**config.mk**
```make
export PLATFORM = sky130hd
export DESIGN_NAME = line_edit_buffer
export DESIGN_NICKNAME = d
export VERILOG_FILES = /design/src/hdl/leb_pkg.sv /design/src/hdl/leb_ram.sv /design/src/hdl/leb_ctrl.sv /design/src/hdl/leb_dp.sv /design/src/hdl/line_edit_buffer.sv
export SDC_FILE = /design/constraint.sdc
export NUM_CORES = 1
export LEC_CHECK = 0
export BUFFER_PORTS_ARGS = -buffer_cell sky130_fd_sc_hd__buf_2
export CAP_MARGIN = 0
export CORE_UTILIZATION = 65
export CTS_CLUSTER_DIAMETER = 40
export DETAILED_ROUTE_END_ITERATION = 16
export GPL_TIMING_DRIVEN = 0
export PLACE_DENSITY = 0.83
export SLEW_MARGIN = 10
export SYNTH_ARGS = -nofsm -noshare
export SYNTH_HDL_FRONTEND = slang
export SYNTH_SLANG_ARGS = --single-unit
```
**constraint.sdc**
```tcl
create_clock -name clk -period 7.7 [get_ports clk]
set_clock_uncertainty 0.1 [all_clocks]
set_input_delay 1.155 -clock clk [delete_from_list [all_inputs] [get_ports clk]]
set_output_delay 1.155 -clock clk [all_outputs]
set_load 0.005 [all_outputs]
```
**src/hdl/leb_pkg.sv**
```systemverilog
// Shared types and constants of the line edit buffer.
package leb_pkg;

  localparam int MAX_CHARS_DEF = 32;

  // Key codes
  localparam logic [7:0] KEY_BACK  = 8'd8;
  localparam logic [7:0] KEY_ENTER = 8'd13;
  localparam logic [7:0] KEY_ESC   = 8'd27;
  localparam logic [7:0] KEY_HOME  = 8'd71;
  localparam logic [7:0] KEY_LEFT  = 8'd75;
  localparam logic [7:0] KEY_RIGHT = 8'd77;
  localparam logic [7:0] KEY_END   = 8'd79;
  localparam logic [7:0] KEY_DEL   = 8'd83;
  localparam logic [7:0] PRINT_LO  = 8'd32;
  localparam logic [7:0] PRINT_HI  = 8'd126;

  // Result kinds
  localparam logic [1:0] KIND_STATUS = 2'd0;
  localparam logic [1:0] KIND_CHAR   = 2'd1;
  localparam logic [1:0] KIND_EMPTY  = 2'd2;

  // Configuration register indexes and reset values
  localparam logic [1:0] CFG_LINE_SIZE   = 2'd0;
  localparam logic [1:0] CFG_LOWEST_KEY  = 2'd1;
  localparam logic [1:0] CFG_HIGHEST_KEY = 2'd2;
  localparam logic [5:0] LINE_SIZE_RST   = 6'd11;
  localparam logic [7:0] LOWEST_KEY_RST  = 8'd32;
  localparam logic [7:0] HIGHEST_KEY_RST = 8'd126;

  typedef enum logic [2:0] {
    ST_IDLE,
    ST_EXEC,
    ST_SHIFT_RD,
    ST_SHIFT_WR,
    ST_EMIT_RD,
    ST_EMIT_PUT,
    ST_STATUS
  } ctrl_state_t;

  typedef enum logic [3:0] {
    KC_NONE,
    KC_LEFT,
    KC_RIGHT,
    KC_HOME,
    KC_END,
    KC_DEL,
    KC_BACK,
    KC_FINISH,
    KC_TYPE
  } key_class_t;

  typedef enum logic [1:0] {
    ACT_STATUS,
    ACT_SHIFT,
    ACT_EMIT
  } action_t;

  typedef struct packed {
    logic load_key;
    logic exec;
    logic shift_rd;
    logic shift_wr;
    logic shift_end;
    logic emit_rd;
    logic put_status;
    logic put_char;
  } leb_cmd_t;

  typedef struct packed {
    action_t action;
    logic    shift_more;
    logic    emit_last;
    logic    out_free;
  } leb_stat_t;

endpackage

```
**src/hdl/leb_ram.sv**
```systemverilog
// Generic single-write, single-read RAM with registered read data.
module leb_ram #(
  parameter int WIDTH = 8,
  parameter int DEPTH = 32
) (
  input  logic                     clk,
  input  logic                     we,
  input  logic [$clog2(DEPTH)-1:0] waddr,
  input  logic [WIDTH-1:0]         wdata,
  input  logic                     re,
  input  logic [$clog2(DEPTH)-1:0] raddr,
  output logic [WIDTH-1:0]         rdata
);

  logic [WIDTH-1:0] mem [DEPTH];

  always_ff @(posedge clk) begin
    if (we) begin
      mem[waddr] <= wdata;
    end
    if (re) begin
      rdata <= mem[raddr];
    end
  end

endmodule

```
**src/hdl/leb_ctrl.sv**
```systemverilog
// Sequencer of the line edit buffer: steps edits, tail shifts and line output.
module leb_ctrl (
  input  logic              clk,
  input  logic              rst,
  input  logic              s_tvalid,
  output logic              s_tready,
  input  leb_pkg::leb_stat_t stat,
  output leb_pkg::leb_cmd_t  cmd
);

  leb_pkg::ctrl_state_t state, state_next;

  always_ff @(posedge clk) begin
    if (rst) begin
      state <= leb_pkg::ST_IDLE;
    end else begin
      state <= state_next;
    end
  end

  always_comb begin
    state_next = state;
    case (state)
      leb_pkg::ST_IDLE: begin
        if (s_tvalid) state_next = leb_pkg::ST_EXEC;
      end
      leb_pkg::ST_EXEC: begin
        case (stat.action)
          leb_pkg::ACT_SHIFT: state_next = leb_pkg::ST_SHIFT_RD;
          leb_pkg::ACT_EMIT:  state_next = leb_pkg::ST_EMIT_RD;
          default:            state_next = leb_pkg::ST_STATUS;
        endcase
      end
      leb_pkg::ST_SHIFT_RD: begin
        state_next = stat.shift_more ? leb_pkg::ST_SHIFT_WR : leb_pkg::ST_STATUS;
      end
      leb_pkg::ST_SHIFT_WR: state_next = leb_pkg::ST_SHIFT_RD;
      leb_pkg::ST_EMIT_RD:  state_next = leb_pkg::ST_EMIT_PUT;
      leb_pkg::ST_EMIT_PUT: begin
        if (stat.out_free) begin
          state_next = stat.emit_last ? leb_pkg::ST_IDLE : leb_pkg::ST_EMIT_RD;
        end
      end
      leb_pkg::ST_STATUS: begin
        if (stat.out_free) state_next = leb_pkg::ST_IDLE;
      end
      default: state_next = leb_pkg::ST_IDLE;
    endcase
  end

  always_comb begin
    cmd      = '0;
    s_tready = 1'b0;
    case (state)
      leb_pkg::ST_IDLE: begin
        s_tready     = 1'b1;
        cmd.load_key = s_tvalid;
      end
      leb_pkg::ST_EXEC:     cmd.exec = 1'b1;
      leb_pkg::ST_SHIFT_RD: begin
        cmd.shift_rd  = stat.shift_more;
        cmd.shift_end = !stat.shift_more;
      end
      leb_pkg::ST_SHIFT_WR: cmd.shift_wr = 1'b1;
      leb_pkg::ST_EMIT_RD:  cmd.emit_rd = 1'b1;
      leb_pkg::ST_EMIT_PUT: cmd.put_char = stat.out_free;
      leb_pkg::ST_STATUS:   cmd.put_status = stat.out_free;
      default: ;
    endcase
  end

endmodule

```
**src/hdl/leb_dp.sv**
```systemverilog
// Datapath of the line edit buffer: registers, key decode, line store, output stage.
module leb_dp #(
  parameter int MAX_CHARS = leb_pkg::MAX_CHARS_DEF
) (
  input  logic              clk,
  input  logic              rst,
  input  logic              cfg_we,
  input  logic [1:0]        cfg_index,
  input  logic [7:0]        cfg_data,
  input  logic [7:0]        in_key,
  input  logic              in_ext,
  input  leb_pkg::leb_cmd_t  cmd,
  output leb_pkg::leb_stat_t stat,
  output logic              m_tvalid,
  input  logic              m_tready,
  output logic [1:0]        out_kind,
  output logic [7:0]        out_char,
  output logic [5:0]        out_cursor,
  output logic [5:0]        out_length,
  output logic              out_acc,
  output logic              out_last
);

  localparam int CW = $clog2(MAX_CHARS + 1);
  localparam int AW = $clog2(MAX_CHARS);

  logic [5:0]    line_size;
  logic [7:0]    lowest_key;
  logic [7:0]    highest_key;
  logic [7:0]    key;
  logic          ext;
  logic [CW-1:0] cursor;
  logic [CW-1:0] length;
  logic [CW-1:0] idx;
  logic [CW-1:0] limit;
  logic          acc;

  leb_pkg::key_class_t kc;
  logic          cur_nz;
  logic          cur_lt_len;
  logic          room;
  logic [CW:0]   idx_inc;

  logic          ram_we;
  logic [AW-1:0] ram_waddr;
  logic [7:0]    ram_wdata;
  logic          ram_re;
  logic [AW-1:0] ram_raddr;
  logic [7:0]    ram_rdata;

  // Key decode
  always_comb begin
    kc = leb_pkg::KC_NONE;
    if (ext) begin
      case (key)
        leb_pkg::KEY_LEFT:  kc = leb_pkg::KC_LEFT;
        leb_pkg::KEY_RIGHT: kc = leb_pkg::KC_RIGHT;
        leb_pkg::KEY_HOME:  kc = leb_pkg::KC_HOME;
        leb_pkg::KEY_END:   kc = leb_pkg::KC_END;
        leb_pkg::KEY_DEL:   kc = leb_pkg::KC_DEL;
        default:            kc = leb_pkg::KC_NONE;
      endcase
    end else if (key == leb_pkg::KEY_ENTER || key == leb_pkg::KEY_ESC) begin
      kc = leb_pkg::KC_FINISH;
    end else if (key == leb_pkg::KEY_BACK) begin
      kc = leb_pkg::KC_BACK;
    end else if (key >= leb_pkg::PRINT_LO && key <= leb_pkg::PRINT_HI &&
                 key >= lowest_key && key <= highest_key) begin
      kc = leb_pkg::KC_TYPE;
    end
  end

  assign cur_nz     = (cursor != '0);
  assign cur_lt_len = (cursor < length);
  // cursor < min(line_size - 1, MAX_CHARS), with line_size zero giving no room
  assign room       = (8'(cursor) + 8'd1 < 8'(line_size)) && (8'(cursor) < 8'(MAX_CHARS));
  assign idx_inc    = {1'b0, idx} + 1'b1;

  always_comb begin
    stat.shift_more = (idx_inc < {1'b0, length});
    stat.emit_last  = (idx_inc == {1'b0, limit});
    stat.out_free   = !m_tvalid || m_tready;
    case (kc)
      leb_pkg::KC_DEL:    stat.action = cur_lt_len ? leb_pkg::ACT_SHIFT : leb_pkg::ACT_STATUS;
      leb_pkg::KC_BACK:   stat.action = cur_nz ? leb_pkg::ACT_SHIFT : leb_pkg::ACT_STATUS;
      leb_pkg::KC_FINISH: stat.action = cur_nz ? leb_pkg::ACT_EMIT : leb_pkg::ACT_STATUS;
      default:            stat.action = leb_pkg::ACT_STATUS;
    endcase
  end

  // Line store ports
  assign ram_we    = (cmd.exec && kc == leb_pkg::KC_TYPE && room) || cmd.shift_wr;
  assign ram_waddr = cmd.shift_wr ? AW'(idx) : AW'(cursor);
  assign ram_wdata = cmd.shift_wr ? ram_rdata : key;
  assign ram_re    = cmd.shift_rd || cmd.emit_rd;
  assign ram_raddr = cmd.shift_rd ? AW'(idx_inc) : AW'(idx);

  leb_ram #(
    .WIDTH(8),
    .DEPTH(MAX_CHARS)
  ) u_store (
    .clk  (clk),
    .we   (ram_we),
    .waddr(ram_waddr),
    .wdata(ram_wdata),
    .re   (ram_re),
    .raddr(ram_raddr),
    .rdata(ram_rdata)
  );

  // Payload registers
  always_ff @(posedge clk) begin
    if (cmd.load_key) begin
      key <= in_key;
      ext <= in_ext;
    end
    if (cmd.exec) begin
      case (kc)
        leb_pkg::KC_LEFT:   acc <= cur_nz;
        leb_pkg::KC_RIGHT:  acc <= cur_lt_len;
        leb_pkg::KC_HOME:   acc <= cur_nz;
        leb_pkg::KC_END:    acc <= (cursor != length);
        leb_pkg::KC_DEL: begin
          acc <= cur_lt_len;
          idx <= cursor;
        end
        leb_pkg::KC_BACK: begin
          acc <= cur_nz;
          idx <= cursor - 1'b1;
        end
        leb_pkg::KC_FINISH: begin
          acc   <= 1'b1;
          idx   <= '0;
          limit <= cursor;
        end
        leb_pkg::KC_TYPE:   acc <= room;
        default:            acc <= 1'b0;
      endcase
    end
    if (cmd.shift_wr || cmd.put_char) begin
      idx <= idx + 1'b1;
    end
  end

  // Control registers and output stage
  always_ff @(posedge clk) begin
    if (rst) begin
      line_size   <= leb_pkg::LINE_SIZE_RST;
      lowest_key  <= leb_pkg::LOWEST_KEY_RST;
      highest_key <= leb_pkg::HIGHEST_KEY_RST;
      cursor      <= '0;
      length      <= '0;
      m_tvalid    <= 1'b0;
    end else begin
      if (cfg_we) begin
        case (cfg_index)
          leb_pkg::CFG_LINE_SIZE:   line_size   <= cfg_data[5:0];
          leb_pkg::CFG_LOWEST_KEY:  lowest_key  <= cfg_data;
          leb_pkg::CFG_HIGHEST_KEY: highest_key <= cfg_data;
          default: ;
        endcase
      end
      if (cmd.exec) begin
        case (kc)
          leb_pkg::KC_LEFT:   if (cur_nz) cursor <= cursor - 1'b1;
          leb_pkg::KC_RIGHT:  if (cur_lt_len) cursor <= cursor + 1'b1;
          leb_pkg::KC_HOME:   cursor <= '0;
          leb_pkg::KC_END:    cursor <= length;
          leb_pkg::KC_BACK:   if (cur_nz) cursor <= cursor - 1'b1;
          leb_pkg::KC_FINISH: begin
            cursor <= '0;
            length <= '0;
          end
          leb_pkg::KC_TYPE: begin
            if (room) begin
              cursor <= cursor + 1'b1;
              if (cursor == length) length <= length + 1'b1;
            end
          end
          default: ;
        endcase
      end
      if (cmd.shift_end) begin
        length <= length - 1'b1;
      end
      if (cmd.put_status || cmd.put_char) begin
        m_tvalid <= 1'b1;
      end else if (m_tready) begin
        m_tvalid <= 1'b0;
      end
    end
  end

  always_ff @(posedge clk) begin
    if (cmd.put_status) begin
      out_kind <= (kc == leb_pkg::KC_FINISH) ? leb_pkg::KIND_EMPTY : leb_pkg::KIND_STATUS;
      out_char <= 8'd0;
      out_last <= 1'b1;
    end else if (cmd.put_char) begin
      out_kind <= leb_pkg::KIND_CHAR;
      out_char <= ram_rdata;
      out_last <= stat.emit_last;
    end
    if (cmd.put_status || cmd.put_char) begin
      out_cursor <= 6'(cursor);
      out_length <= 6'(length);
      out_acc    <= acc;
    end
  end

endmodule

```
**src/hdl/line_edit_buffer.sv**
```systemverilog
// Top level of the line edit buffer: keyboard line editor with cursor.
//
//  channel  | direction | contents
//  ---------+-----------+------------------------------------------------------
//  s_*      | in        | one key request: key code in tdata, extended flag in tuser
//  m_*      | out       | result: char, cursor, length, accepted in tdata; kind in tuser
//  cfg_*    | in        | register write: 0 line_size, 1 lowest_key, 2 highest_key
//
// Flow: one request at a time. Cursor moves, typing and refused keys step through
// accept, execute and load the output stage. An accepted Delete or Backspace adds a
// store read, then a write, for each character of the tail moved left, and a last
// read step that ends the shift. Enter/Esc put each emitted character after a
// registered store read. Reset clears cursor, length and output valid and sets the
// configuration registers to their reset values; the store itself is left as is.
// A stalled m_tready holds the result in the output stage; the next request is taken
// while the final result of the last one still waits.
module line_edit_buffer #(
  parameter int MAX_CHARS = leb_pkg::MAX_CHARS_DEF
) (
  input  logic        clk,
  input  logic        rst,
  // configuration
  input  logic        cfg_we,
  input  logic [1:0]  cfg_index,
  input  logic [7:0]  cfg_data,
  // key requests
  input  logic        s_tvalid,
  output logic        s_tready,
  input  logic [7:0]  s_tdata,   // [7:0] key_code
  input  logic [0:0]  s_tuser,   // [0] is_extended
  // results
  output logic        m_tvalid,
  input  logic        m_tready,
  output logic [23:0] m_tdata,   // [7:0] char_value, [13:8] cursor_pos,
                                 // [19:14] line_length, [20] accepted, rest zero
  output logic [1:0]  m_tuser,   // [1:0] kind
  output logic        m_tlast
);

  leb_pkg::leb_cmd_t  cmd;
  leb_pkg::leb_stat_t stat;

  logic [7:0] out_char;
  logic [5:0] out_cursor;
  logic [5:0] out_length;
  logic       out_acc;

  // Sequencer: accepts a request, then walks edit, shift or emit steps
  leb_ctrl u_ctrl (
    .clk     (clk),
    .rst     (rst),
    .s_tvalid(s_tvalid),
    .s_tready(s_tready),
    .stat    (stat),
    .cmd     (cmd)
  );

  // Datapath: decode, cursor/length, line store and the output register
  leb_dp #(
    .MAX_CHARS(MAX_CHARS)
  ) u_dp (
    .clk       (clk),
    .rst       (rst),
    .cfg_we    (cfg_we),
    .cfg_index (cfg_index),
    .cfg_data  (cfg_data),
    .in_key    (s_tdata),
    .in_ext    (s_tuser[0]),
    .cmd       (cmd),
    .stat      (stat),
    .m_tvalid  (m_tvalid),
    .m_tready  (m_tready),
    .out_kind  (m_tuser),
    .out_char  (out_char),
    .out_cursor(out_cursor),
    .out_length(out_length),
    .out_acc   (out_acc),
    .out_last  (m_tlast)
  );

  // Pack the result fields, lowest field first, padded to whole bytes
  assign m_tdata = {3'b000, out_acc, out_length, out_cursor, out_char};

endmodule

```
==> Word level (Yosys, flattened, before mapping) <==
Memory sizes are Yosys's and may differ from the RTL's. A register that Yosys moved wholly into a read port is not among the register bits.
Index checks and enable logic that the tools add are counted.
{ "op_classes": {"addsub": 7, "mul": 0, "div_mod_pow": 0, "n_lt_le_gt_ge": 8, "n_eq_ne": 37, "n_shift": 0, "n_mux": 48, "bitwise": 0, "reduce_logical": 36} }
{ "ops": {"columns": ["cell", "n"], "rows": [
  ["two-way mux 6 bit", 9],
  ["equality test 8 x 7 -> 1 bit, second input constant", 5],
  ["case mux 6 bit (5 select lines)", 1],
  ["case mux 3 bit (7 select lines)", 1],
  ["adder 6 x 1 -> 6 bit, second input constant", 3],
  ["case mux 6 bit (3 select lines)", 1],
  ["equality test 4 x 3 -> 1 bit, second input constant", 4],
  ["equality test 8 x 4 -> 1 bit, second input constant", 2],
  ["two-way mux 4 bit", 4],
  ["two-way mux 1 bit", 15],
  ["two-way mux 3 bit", 5],
  ["case mux 3 bit (5 select lines)", 1],
  ["adder 6 x 1 -> 7 bit, second input constant", 2],
  ["case mux 6 bit (2 select lines)", 1],
  ["subtractor 6 x 1 -> 6 bit, second input constant", 2],
  ["two-way mux 5 bit", 2],
  ["!= test 2 x 1 -> 1 bit, second input constant", 5],
  ["AND reduction 2 bit", 5],
  ["equality test 3 bit, second input constant", 3],
  ["equality test 4 x 2 -> 1 bit, second input constant", 2],
  ["equality test 8 x 5 -> 1 bit, second input constant", 1],
  ["greater-or-equal comparator 8 x 6 -> 1 bit, second input constant", 1],
  ["greater-or-equal comparator 8 bit", 1],
  ["<= comparator 8 x 7 -> 1 bit, second input constant", 1],
  ["37 further kinds", 59]
]} }
{ "word_totals": {"regBits": 84, "latchBits": 0, "ram_bits": 256, "rom_bits": 0, "in_bits": 24, "output_inout_bits": 29, "wordCells": 155, "memories": 1} }
{ "memory_table": {"columns": ["memory", "depth", "width", "read_ports", "rd_clocked_by_memory_dff", "wr", "line", "source"], "rows": [
  ["u_dp.u_store.mem", 32, 8, 1, 1, 1, "leb_ram.sv:15", "logic [WIDTH-1:0] mem [DEPTH];"]
]} }

==> Depth between registers and ports, before layout <==
Gate-level depths: netlist (run 1).
{ "depth": {"depth_word": 14, "mapped_depth": 16, "mapped_depth_nobuf": 13} }

==> By module <==
A second synthesis (run 1) with hierarchy kept.
{ "unflattened": {"hier_cells": 999, "area_unflattened_um2": 15471.1} }
{ "by_module_without_submodules": {"columns": ["mod", "instances", "cells_each", "area_each_um2", "seq_area_each_um2"], "rows": [
  ["leb_ram", 1, 417, 10133.5, 7927.6],
  ["leb_dp", 1, 540, 5028.6, 1991.9],
  ["leb_ctrl", 1, 37, 275.3, 60.1],
  ["line_edit_buffer", 1, 5, 33.8, 0.0]
]} }

==> Least setup slack after synthesis (run 1) <==
No wires, ideal clock.
{ "synth_path": {"path_kind": "reg2reg", "startpoint": "register u_dp.idx[0]", "endpoint": "register u_dp.u_store.rdata[6] (read register of u_dp.u_store.mem) (data pin)", "setup_time_ps": 260, "t_arrival_ps": 3142, "required_ps": 7340, "setup_slack_ps": 4198, "stages_incl_launch_ff": 15, "n_path_buf": 2, "synth_period_minus_slack_ps": 3502, "cell_sequence": "edfxtp_1 -> ha_1 -> and3_1 -> buf_6 -> xnor2_1 -> ha_1 -> a21o_1 -> a32oi_4 -> o211ai_4 -> or4_1 -> nand3_2 -> clkbuf_4 -> a31oi_1 -> a21boi_1 -> nand3_1"} }
{ "synth_via": {"elab_chain_cells": 4, "word_cells_on_any_way": 5, "cone_classes": "add/sub (1); order compare (1); mux (2); reduce/logical (1)"} }
{ "synth_lines": {"columns": ["item", "line", "source"], "rows": [
  ["start, declared", "leb_dp.sv:34", "logic [CW-1:0] idx;"],
  ["start signal, assigned", "leb_dp.sv:125", "idx <= cursor;"],
  ["start signal, assigned", "leb_dp.sv:129", "idx <= cursor - 1'b1;"],
  ["start signal, assigned", "leb_dp.sv:141", "idx <= idx + 1'b1;"],
  ["adder 6 x 1 -> 7 bit", "leb_dp.sv:77", "assign idx_inc = {1'b0, idx} + 1'b1;"],
  ["less-than comparator 7 x 6 -> 1 bit", "leb_dp.sv:80", "stat.shift_more = (idx_inc < {1'b0, length});"],
  ["two-way mux 1 bit", "leb_ctrl.sv:54", "case (state)"],
  ["two-way mux 5 bit / logical OR 1 bit (equally long branches)", "leb_dp.sv:96, leb_dp.sv:95", null],
  ["end, declared", "leb_ram.sv:12", "output logic [WIDTH-1:0] rdata"]
]} }
Parallel ways exist; a longest one is shown, timed or not.
A chain may end at the register's enable or synchronous reset.

==> Worst setup path in the final report (run 1) <==
{ "layout_path": {"startpoint": "register u_dp.cursor[0]", "endpoint": "memory u_dp.u_store.mem[29][2] (enable)"} }
{ "layout_via": {"elab_chain_cells": 7, "word_cells_on_any_way": 9, "cone_classes": "add/sub (1); order compare (2); mux (3); reduce/logical (3)"} }
{ "layout_lines": {"columns": ["item", "line", "source"], "rows": [
  ["start, declared", "leb_dp.sv:32", "logic [CW-1:0] cursor;"],
  ["start signal, assigned", "leb_dp.sv:165", "leb_pkg::KC_LEFT: if (cur_nz) cursor <= cursor - 1'b1;"],
  ["start signal, assigned", "leb_dp.sv:166", "leb_pkg::KC_RIGHT: if (cur_lt_len) cursor <= cursor + 1'b1;"],
  ["start signal, assigned", "leb_dp.sv:168", "leb_pkg::KC_END: cursor <= length;"],
  ["adder 6 x 1 -> 7 bit", "leb_dp.sv:76", "assign room = (8'(cursor) + 8'd1 < 8'(line_size)) && (8'(cursor) < 8'(MAX_CHARS));"],
  ["less-than comparator 8 x 6 -> 1 bit", "leb_dp.sv:76", null],
  ["logical AND 1 bit", "leb_dp.sv:76", null],
  ["logical AND 1 bit", "leb_dp.sv:92", "assign ram_we = (cmd.exec && kc == leb_pkg::KC_TYPE && room) || cmd.shift_wr;"],
  ["logical OR 1 bit", "leb_dp.sv:92", null],
  ["two-way mux 1 bit", "leb_ram.sv:18", "if (we) begin"],
  ["two-way mux 1 bit (not written as such)", "leb_ram.sv:19", "mem[waddr] <= wdata;"],
  ["end, declared", "leb_ram.sv:15", null]
]} }
Parallel ways exist; a longest one is shown, timed or not.

==> results_dict.tcl, run 1 <==
set metrics [dict create \
    outcome "completed" \
    post-cts-setup-buffers 0 \
    nets 1508 \
    drtIter0Drc 1366 \
    synth_area_leaders "edfxtp_1 57%, nand2_1 6.3%, dfxtp_1 5.9%" \
    synth_ff_type "edfxtp_1" \
    synthCells 1351 \
    worst-setup-path-type "register to register" \
    yosysUniqueCellTypes 88 \
    antenna_found_initial 1 \
    max_freq_ghz 0.2029 \
    clockBufferDepth 3 \
    tightestPinTransition_ns 1.171 \
    vias 11570 \
    cts_max_level 2 \
    numCtsBuffers 43 \
    io_buffers 48 \
    drc_errors 0 \
    grt_overflow_total 0 \
    max_slew_margin_pct 21.95 \
    rrSetupSlack_ns 2.77 \
    dp_cells 1720 \
    synth_top_area_cell "edfxtp_1" \
    worst_slack_ns 2.772 \
    setup_violations 0 \
    endpoint_kind "register" \
    power-per-cell-area_nw_per_um2 284.6 \
    drive_gt1_share_pct 13.59 \
    area_growth_pct 13.05 \
    design.core.area_um2 23680 \
    place_congestion 0.9527 \
    yosys_warnings 0 \
    dp_hpwl_um 26710 \
    p_leak_nw 6.455 \
    grt_max_degree 33 \
    num_antenna_cells 0 \
    finalNonFillerCells 1798 \
    arrival_ns 4.99 \
    clockRootBuffer "clkbuf_16" \
    synth_edf_count 301 \
    synth_area_per_cell_um2 11.71 \
    cp_max_fo 9 \
    initial_core_util_pct 66.77 \
    grt_pass1_vias 11220 \
    slew_viol_final 0 \
    ys_async_sr_fraction_pct 0 \
    die_y_um 158.0 \
    finalHoldViolCount 0 \
    synth_top_area_share_pct 57.16 \
    cp.required_ns 7.76 \
    synth_area_um2 15810 \
    insertion_delay_ns 0.55 \
    grt_pass1_wl_um 61860 \
    cts_tree "done" \
    wl_um 40300 \
    clkTransAtPathRegs_ns 0.06 \
    die_w_um 158.0 \
    hold_path_class "register to register" \
    track_usage_pct 33.56 \
    cts_resized 0 \
    drt_first_pass_iters 6 \
    synth-seq-cells 348 \
    cts_hold_buf 0 \
    grt_setup_unrepaired "no" \
    post_drt_via_cell_ratio 6.434 \
    dieArea_um2 24960 \
    ant_nets 0 \
    yosysSeqAreaShare_pct 63.11 \
    row_count 56 \
    fillers 1556 \
    finalCriticalPeriod_ns 4.928 \
    wire_per_inst_um 22.42 \
    clock-sinks 348 \
    cp-start-kind "register" \
    period_share_pct 64.00 \
    setup_tns_ns 0 \
    drv_cap 0 \
    ir_drop_mv 0.2429 \
    ios 53 \
    dp_slack_ns 2.991 \
]
-- state kept, by name, summed over array words and instances (netlist names), 8 cells and up --
signal	flops
u_dp.highest_key	8
u_dp.key	8
u_dp.lowest_key	8
u_dp.out_char	8
u_dp.u_store.mem	256
u_dp.u_store.rdata	8
-- metrics by stage --
step | util, % | total power, W | hold slack, ns | instance area, um2
2_1_floorplan | - | 0.002816 | 0.3003 | 15820
3_3_place_gp | 69.51 | 0.003087 | 0.3151 | 16460
3_5_place_dp | 69.51 | 0.003112 | 0.3198 | 16460
4_1_cts | 75.49 | 0.005068 | 0.3337 | 17880
5_1_grt | 75.49 | 0.005236 | 0.3498 | 17880
6_report | 75.49 | 0.005088 | 0.3358 | 17880
-- where the power goes --
group,internal (W),switching (W),total [W]
registers,0.00219,0.0000630,0.00225
logic,0.000270,0.000584,0.000854
clock network,0.00119,0.000796,0.00198
total,0.00364,0.00144,0.00509
-- final timing paths --
check / endpoint / cells past startpoint / from
max: u_dp.u_store.mem[29][2] / 12 / u_dp.cursor[0]
min: u_dp.out_length[2] / 0 / u_dp.length[2]
max reg2reg: u_dp.u_store.mem[29][2] / 12 / u_dp.cursor[0]
min reg2reg: u_dp.out_length[2] / 0 / u_dp.length[2]
-- cells in the final DEF, fill, tap and decap left out, types with 12 or more instances in the layout --
master,instances
clkbuf_1,33
mux2i_1,30
o21ai_0,23
ha_1,38
clkbuf_16,43
a211o_1,12
edfxtp_1,301
nand2_1,266
a31oi_1,25
nand4_1,46
dfxtp_1,47
buf_2,75
nand3_1,100
inv_1,43
a21oi_1,26
nor2_1,97
a32oi_1,17
xnor2_1,15
a211oi_1,13
buf_4,12
-- synthesized netlist by cell type, types with 6 or more instances --
| library cell | n |
|---|---|
| nand3_1 | 100 |
| a211oi_1 | 13 |
| ha_1 | 38 |
| clkbuf_1 | 25 |
| a22o_1 | 8 |
| nor2b_1 | 9 |
| o21ai_0 | 23 |
| and2_1 | 7 |
| a21oi_1 | 26 |
| xor2_1 | 7 |
| nand2_1 | 266 |
| edfxtp_1 | 301 |
| nand3b_1 | 8 |
| a32oi_1 | 17 |
| inv_1 | 43 |
| nor3_1 | 8 |
| nand2b_1 | 10 |
| buf_1 | 6 |
| a31oi_1 | 25 |
| mux2_2 | 10 |
| nor2_1 | 97 |
| nand4_1 | 46 |
| buf_4 | 12 |
| a211o_1 | 12 |
| buf_2 | 27 |
| mux2i_1 | 30 |
| o21a_1 | 9 |
| xnor2_1 | 15 |
| a21o_1 | 8 |
| dfxtp_1 | 47 |
-- final cells by class --
class	instances	area (um2)	area share [%]
Tap cell	319	399.1	2.232
Buffer	76	401.6	2.246
Clock buffer	55	1161	6.494
Clock inverter	23	256.5	1.435
Multi-Input combinational cell	884	5271	29.48
Timing Repair Buffer	48	240.2	1.344
Sequential cell	348	9980	55.82
Inverter	45	168.9	0.9448
-- critical path, cell delays in order, from the launching register on --
cell and delay, ns:
dfxtp_1 0.43, clkbuf_1 0.37, inv_1 0.24, ha_1 0.42, ha_1 0.30, a21boi_0 0.13, o21a_1 0.20, o2111ai_1 0.18
and3_1 0.33, nand2_1 0.12, o31ai_1 0.36, nand3_1 0.54, nor2_1 0.82
-- kinds of logic (layout without fill, tap and decap cells) --
group           after synthesis  after routing  share of synthesized area (%)
simple gates                587            587                          17.04
xor+xnor                     22             22                          1.218
compound gates              192            192                          9.210
flops                       348            348                          63.11
other cells                   1              3                        0.02371
buf+inv                     121            247                          3.608
mux                          42             42                          2.785
fa+ha+maj                    38             38                          3.007
-- layer usage --
layer | routed length (um) | share of wire, % | GRT usage [%] | vias to the layer above
met2 | 19310 | 48 | 55.72 | 714
met3 | 3777 | 9.4 | 5.803 | 186
li1 | - | - | - | 5165
met1 | 14950 | 37 | 42.39 | 5502
met5 | 10 | 0.025 | 0 | -
met4 | 2250 | 5.6 | 17.77 | 2
No activity file was read; power rests on OpenSTA's default activity.
==> run 2, diff against run 1 <==
- CORE_UTILIZATION: 65 -> 62
- PLACE_DENSITY: 0.83 -> 0.8
- clock period: 7.7 -> 5 ns (I/O delays scaled with it)
==> run 2 against run 1 <==
Clock power is 51% higher; combinational power grew 55%; via count is 0.90% lower; sequential share of layout area about the same; register-to-register slack lost 2.7 ns; fmax fell by 0.56%; non-clock buffer count stayed put; the run now ends with design-rule violations left; cell area barely moved; first-iteration DRC count increased by 3.6%; clock-buffer cell count is 4 lower; sequential cell count unchanged.
==> results_dict.tcl, run 2 (same netlist as run 1, synthesis figures left out) <==
set metrics [dict create \
    dieArea_um2 26150 \
    wl_um 40350 \
    row_count 58 \
    internal_power_w 0.005559 \
    numCtsBuffers 42 \
    nets 1507 \
    drive_gt1_share_pct 13.48 \
    vias 11470 \
    p_leak_nw 6.441 \
    drv_cap 0 \
    p_clk_share_pct 38.5 \
    outcome "complete, but fails checks" \
    die_y_um 161.7 \
    failed_checks "design-rule violations" \
    clockRootBuffer "clkbuf_16" \
    grt_overflow_total 0 \
    antenna_found_initial 1 \
    dpl_cell_area_um2 16470 \
    wire_per_inst_um 22.33 \
    ff2ff_path_depth 12 \
    fillers 1752 \
    period_share_pct 99.12 \
    drtIter0Drc 1415 \
    drt_first_pass_iters 12 \
    ant_nets 0 \
    grt_setup_unrepaired "yes" \
    clockBufferDepth 3 \
    insertion_delay_ns 0.54 \
    grt_max_degree 33 \
    clock-sinks 348 \
    max_slew_margin_pct 27.96 \
    drc_errors 2 \
    area_growth_pct 12.96 \
    track_usage_pct 31.24 \
    power-per-cell-area_nw_per_um2 435.5 \
    crit_end "u_dp.u_store.mem[17][2]" \
    crit_start "u_dp.cursor[0]" \
    cts_max_level 2 \
    endpoint_kind "register" \
    ios 53 \
    post_drt_via_cell_ratio 6.345 \
    swShare_pct 28.54 \
    reg2reg_from "u_dp.cursor[0]" \
    clkTransAtPathRegs_ns 0.06 \
    post-cts-setup-buffers 0 \
    p_seq_share_pct 44.5 \
    dp_hpwl_um 26700 \
    initial_core_util_pct 62.98 \
    io_buffers 48 \
    arrival_ns 5.03 \
    cts_tree "done" \
    ir_drop_mv 0.3897 \
    rrSetupSlack_ns 0.04 \
    slew_viol_final 0 \
    finalHoldViolCount 0 \
    max_freq_ghz 0.2018 \
    largest_reg_flops 256 \
    layout_common_cells "301 x edfxtp_1, 266 x nand2_1, 100 x nand3_1, 96 x nor2_1, 75 x buf_2" \
    cp_max_fo 9 \
    die_w_um 161.7 \
    largest-register "u_dp.u_store.mem" \
    cp-start-kind "register" \
    hold_path_class "primary input to register" \
    place_congestion 0.9704 \
    p_comb_share_pct 17.0 \
    stdcell_area_um2 17860 \
    p_switching_w 0.002221 \
    tightestPinTransition_ns 1.081 \
    final_common_cell "edfxtp_1" \
    cp.required_ns 5.08 \
    grt_pass1_wl_um 61600 \
    setup_tns_ns 0 \
    finalCriticalPeriod_ns 4.956 \
    grt_pass1_vias 11080 \
    worst-setup-path-type "register to register" \
    design.core.area_um2 25110 \
    r2r_end "u_dp.u_store.mem[17][2]" \
    setup_violations 0 \
]
## run 2: what timing repair did
action / 4_1_cts / 5_1_grt
hold buffers: 0 / 0
endpoints found under the setup margin: 0 / 21
resized for setup: 0 / 1
## run 2: worst min path at each step
stage / start / endpoint / slack (ns) / depth (start not counted)
detailed placement: u_dp.acc / u_dp.out_acc / 0.32 / 0
floorplan: u_dp.acc / u_dp.out_acc / 0.30 / 0
global placement: u_dp.acc / u_dp.out_acc / 0.31 / 0
finish: s_tdata[5] / u_dp.key[5] / 0.29 / 1
CTS: s_tdata[5] / u_dp.key[5] / 0.27 / 1
global route: s_tdata[4] / u_dp.key[4] / 0.28 / 1
## run 2: cell type report
type,count,area [um2],area share [%]
multi-input combinational,884,5274,29.52
antenna,1,2.502,0.01401
buffer,76,401.6,2.248
inverter,45,168.9,0.9456
clock inverter,24,267.8,1.499
timing repair buffer,48,240.2,1.345
sequential,348,9980,55.87
clock buffer,51,1116,6.248
tap,330,412.9,2.311
## run 2: stage by stage
step | power [W] | setup slack [ns] | hold slack, ns | util (%) | cells
finish | 0.007780 | 0.04416 | 0.2858 | 71.14 | 1807
floorplan | 0.004337 | 1.498 | 0.3003 | - | 1353
global route | 0.008006 | -0.03948 | 0.2770 | 71.13 | 1806
CTS | 0.007758 | 0.2659 | 0.2743 | 71.12 | 1806
detailed placement | 0.004795 | 0.3406 | 0.3242 | 65.61 | 1731
global placement | 0.004747 | 0.3754 | 0.3062 | 65.61 | 1731
## run 2: metal layers
layer	track usage, %	vias to the layer above	wire (um)
li1	-	5159	-
met1	39.67	5443	14970
met2	52.02	710	19610
met3	5.005	153	3752
met4	16.47	0	2025
met5	0	-	0
## run 2: power by group through the flow
| stage | registers (W) | clock network, W | logic [W] |
|---|---|---|---|
| 2_1_floorplan | 0.00349 | 0 | 0.000850 |
| 3_3_place_gp | 0.00352 | 0 | 0.00123 |
| 3_5_place_dp | 0.00352 | 0 | 0.00127 |
| 4_1_cts | 0.00346 | 0.00301 | 0.00129 |
| 5_1_grt | 0.00347 | 0.00312 | 0.00141 |
| 6_report | 0.00346 | 0.00299 | 0.00132 |
## run 2: worst max-delay path, stage by stage, from the launching register on
cell and delay, ns:
dfxtp_1 0.45, clkbuf_1 0.38, inv_1 0.22, ha_1 0.41, ha_1 0.29, a21boi_0 0.13, o21a_1 0.20, o2111ai_1 0.16
and3_1 0.30, nand2_1 0.11, o31ai_1 0.42, nand3_1 0.57, nor2_1 0.84
==> run 3, diff against run 2 <==
--- a/config.mk
+++ b/config.mk
@@ -9,3 +9,4 @@
 export CAP_MARGIN = 0
-export CORE_UTILIZATION = 62
+export CORE_MARGIN = 2
+export CORE_UTILIZATION = 65
 export CTS_CLUSTER_DIAMETER = 40
@@ -13,3 +14,3 @@
 export GPL_TIMING_DRIVEN = 0
-export PLACE_DENSITY = 0.8
+export PLACE_DENSITY = 0.83
 export SLEW_MARGIN = 10
==> constraint.sdc (replaced) <==
create_clock -name clk -period 6.3 [get_ports clk]
set_clock_uncertainty 0.1 [all_clocks]
set_input_delay 1.575 -clock clk [delete_from_list [all_inputs] [get_ports clk]]
set_output_delay 1.575 -clock clk [all_outputs]
set_load 0.005 [all_outputs]
==> run 3 against run 2 <==
The run now ends clean; worst hold slack better by 0.046 ns; utilization up 2.8 points; critical path depth unchanged; routed wire length fell by 0.71%; clock-buffer cell count down 1; setup slack improved by 1.3 ns; cell area is 0.24% lower; largest cell class unchanged.
==> results_dict.tcl, run 3 (same netlist as run 1, synthesis figures left out) <==
set metrics [dict create \
    endpoint_kind "register" \
    worst-setup-path-type "register to register" \
    finalHoldViolCount 0 \
    p_clk_share_pct 38.4 \
    arrival_ns 5.01 \
    reg2reg_from "u_dp.cursor[0]" \
    antenna_found_initial 0 \
    critPathSlowestCell "nor2_1" \
    finalNonFillerCells 1798 \
    tightestPinTransition_ns 1.140 \
    grt_setup_unrepaired "no" \
    clockRootBuffer "clkbuf_16" \
    track_usage_pct 31.29 \
    crit_family "simple AND/OR/NAND/NOR gates" \
    dieArea_um2 25590 \
    cts_tree "done" \
    grt_pass1_wl_um 61450 \
    r2r_end "u_dp.u_store.mem[9][5]" \
    drv_cap 0 \
    crit_chain "clkbuf_1 -> inv_1 -> ha_1 -> ha_1 -> a21boi_0 -> o21a_1 -> o2111ai_1 -> and3_1 -> nand2_1 -> o31ai_1 -> nand3_1 -> nor2_1" \
    p_seq_share_pct 44.7 \
    dp_slack_ns 1.499 \
    power-per-cell-area_nw_per_um2 345.1 \
    cp-start-kind "register" \
    clkTransAtPathRegs_ns 0.06 \
    design.core.area_um2 24110 \
    worstHoldEndpoint "u_dp.out_length[2]" \
    drc_errors 0 \
    num_antenna_cells 0 \
    cts_resized 0 \
    die_w_um 160.0 \
    setup_violations 0 \
    drive_gt1_share_pct 13.09 \
    max_slew_margin_pct 24.01 \
    swShare_pct 28.27 \
    slew_viol_final 0 \
    post-cts-setup-buffers 0 \
    layout_common_cells "301 x edfxtp_1, 266 x nand2_1, 100 x nand3_1, 97 x nor2_1, 75 x buf_2" \
    initial_core_util_pct 65.60 \
    p_comb_share_pct 16.9 \
    grt_overflow_total 0 \
    multiInputGateArea_um2 5271 \
    regArea_um2 9980 \
    finalCriticalPeriod_ns 4.945 \
    worst_slack_ns 1.355 \
    period_share_pct 78.50 \
    cp.required_ns 6.37 \
    wire_per_inst_um 22.28 \
    nets 1506 \
    clockBufferDepth 3 \
    ant_nets 0 \
    drtIter0Drc 1350 \
    min_from "u_dp.length[2]" \
    cts_hold_buf 0 \
    final_common_cell "edfxtp_1" \
    dp_cells 1725 \
    ff2ff_path_depth 12 \
    p_leak_nw 6.438 \
    largest_reg_flops 256 \
    min_path_cells 0 \
    grt_max_degree 33 \
    area_growth_pct 12.69 \
    cp_max_fo 9 \
    wl_um 40060 \
    row_count 57 \
    outcome "completed" \
    io_buffers 48 \
    vias 11500 \
    grt_pass1_vias 11130 \
    cts_max_level 2 \
    hold_path_class "register to register" \
    p_switching_w 0.001738 \
    clock-sinks 348 \
    numCtsBuffers 41 \
    ios 53 \
    internal_power_w 0.004411 \
    cp_slowest_stage_delay_ns 0.76 \
    dp_hpwl_um 26940 \
    fillers 1635 \
    rrSetupSlack_ns 1.35 \
    largest-register "u_dp.u_store.mem" \
    post_drt_via_cell_ratio 6.398 \
    insertion_delay_ns 0.55 \
    die_y_um 160.0 \
    drt_first_pass_iters 6 \
    setup_tns_ns 0 \
    ir_drop_mv 0.3072 \
    place_congestion 0.9640 \
    max_freq_ghz 0.2022 \
    crit_top_cell "ha_1" \
    cp_num_buf_inv 2 \
]
==> run 3: metal layers <==
| metal | share of wire [%] | global-route usage, % | vias up |
|---|---|---|---|
| li1 | - | - | 5168 |
| met1 | 37 | 39.51 | 5415 |
| met2 | 48 | 52.89 | 725 |
| met3 | 9.1 | 4.987 | 195 |
| met4 | 5.5 | 15.97 | 0 |
| met5 | 0 | 0 | - |
==> run 3: worst max path at each step <==
stage / start / slack (ns) / depth (start not counted) / endpoint
after floorplan: u_dp.idx[0] / 2.80 / 14 / u_dp.u_store.rdata[6]
after detailed placement: u_dp.cursor[0] / 1.50 / 12 / u_dp.u_store.mem[21][0]
after CTS: u_dp.cursor[0] / 1.44 / 12 / u_dp.u_store.mem[25][5]
final: u_dp.cursor[0] / 1.35 / 12 / u_dp.u_store.mem[9][5]
after global routing: u_dp.cursor[0] / 1.18 / 12 / u_dp.u_store.mem[21][6]
after global placement: u_dp.cursor[0] / 1.58 / 12 / u_dp.u_store.mem[29][3]
==> run 3: layout make-up <==
class / count / area share (%)
sequential: 348 / 56.00
multi-input combinational: 884 / 29.58
clock buffer: 50 / 6.066
tap: 324 / 2.275
buffer: 76 / 2.254
clock inverter: 23 / 1.531
timing repair buffer: 48 / 1.348
inverter: 45 / 0.9478
==> run 3: power by group through the flow <==
stage | Clock [W] | Combinational [W] | Sequential [W]
after floorplan | 0 | 0.000675 | 0.00277
after global placement | 0 | 0.000975 | 0.00280
after detailed placement | 0 | 0.00100 | 0.00280
after CTS | 0.00237 | 0.00101 | 0.00275
after global routing | 0.00246 | 0.00112 | 0.00276
final | 0.00236 | 0.00104 | 0.00275
==> run 3: metrics by stage <==
step           cell area [um2]  power [W]  hold slack [ns]  utilization [%]
2_1_floorplan            15820   0.003442           0.3003                -
6_report                 17820   0.006149           0.3318            73.93
5_1_grt                  17820   0.006343           0.3378            73.93
3_5_place_dp             16470   0.003801           0.3165            68.31
4_1_cts                  17820   0.006128           0.3298            73.93
3_3_place_gp             16470   0.003770           0.3036            68.31
